**config.mk**
```make
export PLATFORM = sky130hd
export DESIGN_NAME = vpd_keyword_field_extractor
export DESIGN_NICKNAME = d
export VERILOG_FILES = /design/src/rtl/vpd_kfe_pkg.sv /design/src/rtl/vpd_kfe_rsp_queue.sv /design/src/rtl/vpd_keyword_field_extractor.sv
export SDC_FILE = /design/constraint.sdc
export NUM_CORES = 1
export LEC_CHECK = 0
export BUFFER_PORTS_ARGS = -buffer_cell sky130_fd_sc_hd__buf_4
export CORE_MARGIN = 1.5
export CORE_UTILIZATION = 45
export CTS_BUF_LIST = sky130_fd_sc_hd__clkbuf_16
export DETAILED_ROUTE_END_ITERATION = 12
export PLACE_DENSITY = 0.66
export SYNTH_ARGS = -nofsm -noshare
export SYNTH_HDL_FRONTEND = slang
export SYNTH_SLANG_ARGS = --single-unit
```
**constraint.sdc**
```tcl
create_clock -name clock -period 12.65 [get_ports clock]
set_input_delay 1.265 -clock clock [delete_from_list [all_inputs] [get_ports clock]]
set_output_delay 1.265 -clock clock [all_outputs]
set_load 0.005 [all_outputs]
```
**src/rtl/vpd_kfe_pkg.sv**
```systemverilog
// Shared types, constants and codes for the VPD keyword field extractor.
package vpd_kfe_pkg;

   // Image and field layout
   localparam int unsigned IMAGE_BYTES_DEFAULT = 256;
   localparam int unsigned HDR_LEN_HIGH_POS    = 4;
   localparam int unsigned HDR_LEN_LOW_POS     = 5;
   localparam int unsigned BODY_START          = 8;
   localparam int unsigned DATA_OFFSET         = 4;
   localparam logic [7:0]  FIELD_DELIM         = 8'h2A;

   // Field length and body length widths
   localparam int unsigned FLEN_W = 9;
   localparam int unsigned BODY_W = 17;

   // Result queue
   localparam int unsigned RSP_QUEUE_DEPTH = 4;

   // Register map
   localparam int unsigned CSR_ADDR_W = 3;
   localparam int unsigned CSR_DATA_W = 32;
   localparam logic [7:0]  KEYWORD_FIRST_RESET  = 8'd68;
   localparam logic [7:0]  KEYWORD_SECOND_RESET = 8'd83;

   typedef enum logic {
      REG_KEYWORD_FIRST  = 1'b0,
      REG_KEYWORD_SECOND = 1'b1
   } vpd_reg_type;

   // Result kinds
   typedef enum logic [1:0] {
      KIND_DATA  = 2'd0,
      KIND_FOUND = 2'd1,
      KIND_FAIL  = 2'd2
   } vpd_kind_type;

   // Parser phases
   typedef enum logic [4:0] {
      PH_HEADER = 5'b00001,
      PH_FIELD  = 5'b00010,
      PH_SKIP   = 5'b00100,
      PH_DATA   = 5'b01000,
      PH_DONE   = 5'b10000
   } vpd_phase_type;

   typedef struct packed {
      logic [7:0] data_byte;
      logic       first_byte;
      logic       last_byte;
   } vpd_req_type;

   typedef struct packed {
      logic [7:0] out_byte;
      logic [1:0] kind;
      logic       run_end;
   } vpd_rsp_type;

endpackage

```
**src/rtl/vpd_kfe_rsp_queue.sv**
```systemverilog
// Result queue: takes up to two result beats per cycle, delivers one per cycle when popped.
module vpd_kfe_rsp_queue (
   input  logic                     clock,
   input  logic                     reset,
   input  logic [1:0]               push_cnt,
   input  vpd_kfe_pkg::vpd_rsp_type push0,
   input  vpd_kfe_pkg::vpd_rsp_type push1,
   input  logic                     pop,
   output vpd_kfe_pkg::vpd_rsp_type head,
   output logic                     not_empty,
   output logic                     almost_full
);
   import vpd_kfe_pkg::*;

   localparam int unsigned PTR_W = $clog2(RSP_QUEUE_DEPTH);
   localparam int unsigned CNT_W = $clog2(RSP_QUEUE_DEPTH + 1);

   vpd_rsp_type             entry_ff [RSP_QUEUE_DEPTH];
   logic [PTR_W-1:0]        wr_ptr_ff, wr_ptr_in;
   logic [PTR_W-1:0]        rd_ptr_ff, rd_ptr_in;
   logic [CNT_W-1:0]        count_ff, count_in;
   logic [PTR_W-1:0]        wr_next;

   assign wr_next     = wr_ptr_ff + PTR_W'(1);
   assign head        = entry_ff[rd_ptr_ff];
   assign not_empty   = (count_ff != '0);
   // Leave room for a two-beat item
   assign almost_full = (count_ff > CNT_W'(RSP_QUEUE_DEPTH - 2));

   always_comb begin
      wr_ptr_in = wr_ptr_ff + PTR_W'(push_cnt);
      rd_ptr_in = pop ? rd_ptr_ff + PTR_W'(1) : rd_ptr_ff;
      count_in  = count_ff + CNT_W'(push_cnt) - CNT_W'(pop);
   end

   always_ff @(posedge clock) begin
      if (reset) begin
         wr_ptr_ff <= '0;
         rd_ptr_ff <= '0;
         count_ff  <= '0;
      end else begin
         wr_ptr_ff <= wr_ptr_in;
         rd_ptr_ff <= rd_ptr_in;
         count_ff  <= count_in;
      end
   end

   always_ff @(posedge clock) begin
      if (push_cnt != 2'd0) begin
         entry_ff[wr_ptr_ff] <= push0;
      end
      if (push_cnt == 2'd2) begin
         entry_ff[wr_next] <= push1;
      end
   end

endmodule

```
**src/rtl/vpd_keyword_field_extractor.sv**
```systemverilog
// Results: an accepted byte's results are queued at the accepting edge and show
// on rsp in the following cycle at the earliest. Throughput: one image byte per
// cycle unless req_stall; a byte yields up to two result beats, drained one per
// cycle unless rsp_stall from a four-entry result queue that stalls req above two.
// Reset: synchronous; parser returns to the header phase, the queue empties and
// the keyword registers return to 'D' and 'S'.
module vpd_keyword_field_extractor #(
   parameter int unsigned IMAGE_BYTES = vpd_kfe_pkg::IMAGE_BYTES_DEFAULT
) (
   input  logic                                   clock,
   input  logic                                   reset,
   input  logic                                   req_valid,
   output logic                                   req_stall,
   input  vpd_kfe_pkg::vpd_req_type               req_data,
   output logic                                   rsp_valid,
   input  logic                                   rsp_stall,
   output vpd_kfe_pkg::vpd_rsp_type               rsp_data,
   input  logic                                   psel,
   input  logic                                   penable,
   input  logic                                   pwrite,
   input  logic [vpd_kfe_pkg::CSR_ADDR_W-1:0]     paddr,
   input  logic [vpd_kfe_pkg::CSR_DATA_W-1:0]     pwdata,
   output logic [vpd_kfe_pkg::CSR_DATA_W-1:0]     prdata,
   output logic                                   pready
);
   import vpd_kfe_pkg::*;

   localparam int unsigned POS_W = $clog2(IMAGE_BYTES);

   // Keyword registers
   logic [7:0] kw_first_ff, kw_second_ff;
   logic       csr_wr;
   vpd_reg_type csr_sel;

   assign pready  = 1'b1;
   assign csr_wr  = psel && penable && pwrite && pready;
   assign csr_sel = vpd_reg_type'(paddr[2]);

   always_ff @(posedge clock) begin
      if (reset) begin
         kw_first_ff  <= KEYWORD_FIRST_RESET;
         kw_second_ff <= KEYWORD_SECOND_RESET;
      end else if (csr_wr) begin
         unique case (csr_sel)
            REG_KEYWORD_FIRST:  kw_first_ff  <= pwdata[7:0];
            REG_KEYWORD_SECOND: kw_second_ff <= pwdata[7:0];
            default: ;
         endcase
      end
   end

   always_comb begin
      unique case (csr_sel)
         REG_KEYWORD_FIRST:  prdata = {{(CSR_DATA_W-8){1'b0}}, kw_first_ff};
         REG_KEYWORD_SECOND: prdata = {{(CSR_DATA_W-8){1'b0}}, kw_second_ff};
         default:            prdata = '0;
      endcase
   end

   // Parser state
   vpd_phase_type     phase_ff, phase_in, phase_eff;
   logic [POS_W-1:0]  pos_ff, pos_in, pos_eff;
   logic [BODY_W-1:0] body_ff, body_in;
   logic [7:0]        len_hi_ff, len_hi_in;
   logic [FLEN_W-1:0] flen_ff, flen_in;
   logic [FLEN_W-1:0] off_ff, off_in;
   logic [1:0]        km_ff, km_in;

   logic              accept;
   logic [7:0]        b;
   logic              has_data, has_end;
   vpd_kind_type      end_kind;
   logic [FLEN_W-1:0] new_flen;
   logic [BODY_W-1:0] new_flen_ext;
   logic              off_last;
   logic [1:0]        push_cnt;
   vpd_rsp_type       res_data, res_end, push0, push1;
   logic              queue_almost_full;

   assign accept    = req_valid && !req_stall;
   assign b         = req_data.data_byte;
   assign phase_eff = req_data.first_byte ? PH_HEADER : phase_ff;
   assign pos_eff   = req_data.first_byte ? '0 : pos_ff;
   assign new_flen  = {b, 1'b0};
   assign new_flen_ext = BODY_W'(new_flen);
   assign off_last  = ({1'b0, off_ff} + (FLEN_W+1)'(1)) >= {1'b0, flen_ff};

   always_comb begin
      phase_in  = phase_eff;
      pos_in    = pos_eff;
      body_in   = body_ff;
      len_hi_in = len_hi_ff;
      flen_in   = flen_ff;
      off_in    = off_ff;
      km_in     = km_ff;
      has_data  = 1'b0;
      has_end   = 1'b0;
      end_kind  = KIND_FAIL;

      unique case (phase_eff)
         PH_HEADER: begin
            if (pos_eff == POS_W'(HDR_LEN_HIGH_POS)) begin
               len_hi_in = b;
            end
            if (pos_eff == POS_W'(HDR_LEN_LOW_POS)) begin
               body_in = {len_hi_ff, b, 1'b0};
            end
            if (pos_eff == POS_W'(BODY_START - 1)) begin
               phase_in = PH_FIELD;
               off_in   = '0;
            end
         end
         PH_FIELD: begin
            if (off_ff == FLEN_W'(0)) begin
               if (body_ff == '0 || b != FIELD_DELIM) begin
                  has_end = 1'b1;
               end else begin
                  km_in  = 2'b00;
                  off_in = FLEN_W'(1);
               end
            end else if (off_ff == FLEN_W'(1)) begin
               km_in[0] = km_ff[0] | (b == kw_first_ff);
               off_in   = FLEN_W'(2);
            end else if (off_ff == FLEN_W'(2)) begin
               km_in[1] = km_ff[1] | (b == kw_second_ff);
               off_in   = FLEN_W'(3);
            end else begin
               flen_in = new_flen;
               if (b < 8'd2) begin
                  // Zero or one word field: malformed
                  has_end = 1'b1;
               end else if (km_ff == 2'b11) begin
                  if (new_flen == FLEN_W'(DATA_OFFSET)) begin
                     has_end  = 1'b1;
                     end_kind = KIND_FOUND;
                  end else begin
                     phase_in = PH_DATA;
                     off_in   = FLEN_W'(DATA_OFFSET);
                  end
               end else begin
                  // Saturate what remains of the body
                  body_in = (body_ff > new_flen_ext) ? body_ff - new_flen_ext : '0;
                  if (new_flen == FLEN_W'(DATA_OFFSET)) begin
                     off_in = '0;
                  end else begin
                     phase_in = PH_SKIP;
                     off_in   = FLEN_W'(DATA_OFFSET);
                  end
               end
            end
         end
         PH_SKIP: begin
            if (off_last) begin
               phase_in = PH_FIELD;
               off_in   = '0;
            end else begin
               off_in = off_ff + FLEN_W'(1);
            end
         end
         PH_DATA: begin
            if (b == 8'd0) begin
               has_end  = 1'b1;
               end_kind = KIND_FOUND;
            end else begin
               has_data = 1'b1;
               if (off_last) begin
                  has_end  = 1'b1;
                  end_kind = KIND_FOUND;
               end else begin
                  off_in = off_ff + FLEN_W'(1);
               end
            end
         end
         PH_DONE: ;
         default: ;
      endcase

      if (phase_eff != PH_DONE) begin
         if (!has_end && (req_data.last_byte || pos_eff == POS_W'(IMAGE_BYTES - 1))) begin
            has_end  = 1'b1;
            end_kind = KIND_FAIL;
         end
         if (has_end) begin
            phase_in = PH_DONE;
         end else begin
            pos_in = pos_eff + POS_W'(1);
         end
      end
   end

   always_comb begin
      res_data.out_byte = b;
      res_data.kind     = KIND_DATA;
      res_data.run_end  = 1'b0;
      res_end.out_byte  = 8'd0;
      res_end.kind      = end_kind;
      res_end.run_end   = 1'b1;
      push0    = has_data ? res_data : res_end;
      push1    = res_end;
      push_cnt = accept ? (2'(has_data) + 2'(has_end)) : 2'd0;
   end

   always_ff @(posedge clock) begin
      if (reset) begin
         phase_ff <= PH_HEADER;
         pos_ff   <= '0;
      end else if (accept) begin
         phase_ff <= phase_in;
         pos_ff   <= pos_in;
      end
   end

   always_ff @(posedge clock) begin
      if (accept) begin
         body_ff   <= body_in;
         len_hi_ff <= len_hi_in;
         flen_ff   <= flen_in;
         off_ff    <= off_in;
         km_ff     <= km_in;
      end
   end

   vpd_kfe_rsp_queue u_rsp_queue (
      .clock       (clock),
      .reset       (reset),
      .push_cnt    (push_cnt),
      .push0       (push0),
      .push1       (push1),
      .pop         (rsp_valid && !rsp_stall),
      .head        (rsp_data),
      .not_empty   (rsp_valid),
      .almost_full (queue_almost_full)
   );

   assign req_stall = queue_almost_full;

endmodule

```
==> results.ini <==
[clock_network]
cts_sinks=125
numCtsBuffers=17
hold_buffers=0
htreeDepth=4
ctsResizeCount=0
cts_root_buffer=clkbuf_16
cts_tree=yes
path_clk_slew_ns=0.06
insertion_delay_ns=0.42
cts_setup_buffers=0
cts_buffer_depth=2

[placement]
dp_hpwl_mm=12.1
dp_cells=904
gp_congestion=0.873
io_buffers=46

[critical_path]
critPathKind=in -> reg
r2r-start=off_ff[2]
r2r_slack_ns=8.12
critical_path_required_ns=12.79
endpoint_kind=register
reg2reg_depth=17
reg2reg_to=u_rsp_queue.entry_ff[1][2]
startpoint_type=input pin
worstPathArrival_ns=5.18
cp_max_fo=17

[power_and_ir_drop]
irDropWorstVdd_mv=0.0968
power_density_nw_per_um2=138
leakagePower_nw=3.13

[yosys]
yosysTopAreaCell=edfxtp_1
syn_avg_cell_area_um2=9.84
ys.flop_type=dfxtp_1
synth_enable_flop_cells=51
yosysSeqAreaShare_pct=43.3
synth_cell_types=72
synthTopCellsByArea=edfxtp_1 22%, dfxtp_1 21%, ha_1 5.0%
syn_inst=707
synth_common_cells=74 x dfxtp_1, 71 x nand2_1, 52 x nor2_1
ys_warn_count=0
synth_top_area_share_pct=22.0
synth.most_common_cell=dfxtp_1
syn-cell-area_um2=6960
ys_seq_elements=125
synth-async-reset-ratio_pct=0

[outcome]
status=finished, final reports clean

[detailed_routing]
vias_per_cell=5.94
wl_per_cell_um=18.4
drtAntennaViolNets=0
drt_iter0_drc=544
via_count=5560
firstDrtPassIters=5
drc=0
wirelength_mm=17.2

[sta]
finalSetupTns_ns=0
rsz0062_at_grt=false
finalSetupViolCount=0
finalCriticalPeriod_ns=5.04
fin_skew_ns=0.0138
fmax_ghz=0.198
finalHoldViolations=0
drv_slew=0
period_share_pct=39.8
worstMarginPinSlew_ns=1.22
relSlewSlack_pct=18.4

[layout]
nets=817
drive_gt1_share_pct=14.4
multi_input_area_um2=3540
fin_cells=936
fill_cells=1342
syn_to_final_growth_pct=13.2
antenna_cells=0
seq_area_um2=3010

[worst_hold_path]
hold_end=u_rsp_queue.entry_ff[2][6]
hold_class=reg -> reg
hp-start=u_rsp_queue.entry_ff[2][6]
min_path_cells=1

[global_routing]
grt_pass1_vias=5595
antenna_found_initial=0
grt_usage_pct=22.0
gr-total-overflow=0
grt_start_max_net_pins=33
grt_first_pass_wirelength_mm=28.1

[job]
cap_viol_max_count=0

[die]
rows=45
start_util_pct=45.9
die_area_um2=16200
die_h_um=127
core_um2=15100
die_w_um=127
io_pins=98

-- worst max-delay path, cell delays in order --
cell and delay (ns):
buf_4 0.17, nor4_2 0.28, nand3_1 0.62, or4b_2 0.89, o21a_4 0.18, and2_4 0.19
nand2_1 0.09, ha_1 0.30, or2_2 0.36, nand2_1 0.16, nor2_1 0.07, nand2_1 0.37
a21o_1 0.17, nor2_1 0.04
-- placed cells by master, fill, tap and decap left out, types with 4 or more instances in the layout --
master and n:
a31oi_1 4, xnor2_1 14, inv_1 45, o21ai_0 25
edfxtp_1 51, or3_1 7, buf_4 47, and2_1 5
nand3_1 23, mux4_2 11, o22ai_1 8, dfxtp_1 74
nor4_1 16, or2_2 4, ha_1 28, nor2b_1 10
clkinv_1 4, nor2_1 52, a32o_1 33, nor3_1 5
mux2i_1 10, mux2_2 8, conb_1 25, clkinv_4 4
o21a_1 7, a21oi_1 24, nand4_1 9, clkbuf_16 20
a41oi_1 4, nand2b_1 6, nand2_1 71, xor2_1 27
and3_1 8
-- per-stage QoR --
step	utilization, %	instance area (um2)	setup WS (ns)	hold slack [ns]	power [W]
final	52.0	7870	7.61	0.462	0.00109
after global routing	52.0	7870	7.40	0.474	0.00113
after CTS	52.0	7870	7.70	0.465	0.00109
after detailed placement	48.2	7310	7.29	0.453	0.000636
after global placement	48.2	7310	7.37	0.443	0.000627
after floorplan	-	7040	8.00	0.437	0.000585
-- final cells by class --
type / instances / area share (%)
well taps: 188 / 2.99
clock buffers: 20 / 6.36
inverters: 43 / 2.05
clock inverters: 12 / 0.858
flip-flops and latches: 125 / 38.3
repair buffers: 47 / 4.48
multi-input cells: 501 / 45.0
-- how the worst max path moves through the flow --
stage,start,to,cells past startpoint
after global placement,req_data[1],u_rsp_queue.entry_ff[1][2],14
after detailed placement,req_data[1],u_rsp_queue.entry_ff[1][2],14
final,req_data[1],u_rsp_queue.entry_ff[1][2],14
after floorplan,req_data[6],u_rsp_queue.entry_ff[1][2],16
after CTS,req_data[1],u_rsp_queue.entry_ff[1][2],14
after global routing,req_data[1],u_rsp_queue.entry_ff[1][2],14
-- kinds of logic after synthesis --
family / synth area share, %
adders and majority gates: 5.61
muxes: 6.30
and+or+nand+nor: 17.0
xor gates and xnor gates: 5.16
AOI/OAI and AO/OA: 15.4
other: 0.108
DFF: 43.3
buffers and inverters: 7.09
-- where the power goes --
group	internal [W]	total (W)	switching, W
Clock	0.000282	0.000460	0.000179
Combinational	0.0000749	0.000164	0.0000890
Sequential	0.000439	0.000464	0.0000249
-- routing by layer --
metal / vias to the layer above / wire length (um) / track usage (%)
met3: 24 / 956 / 3.98
met5: - / 0 / 0
li1: 2615 / - / -
met2: 197 / 8170 / 35.5
met1: 2724 / 7740 / 29.5
met4: 0 / 332 / 8.42
-- sequential cells by signal (all words and copies together) (netlist names), named ones only --
register / count
km_ff: 2
u_rsp_queue.rd_ptr_ff: 2
pos_ff: 8
off_ff: 9
u_rsp_queue.count_ff: 3
body_ff: 16
kw_second_ff: 8
u_rsp_queue.wr_ptr_ff: 2
u_rsp_queue.entry_ff: 44
flen_ff: 8
phase_ff: 5
len_hi_ff: 8
kw_first_ff: 8
(Power assumes the default switching activity.)
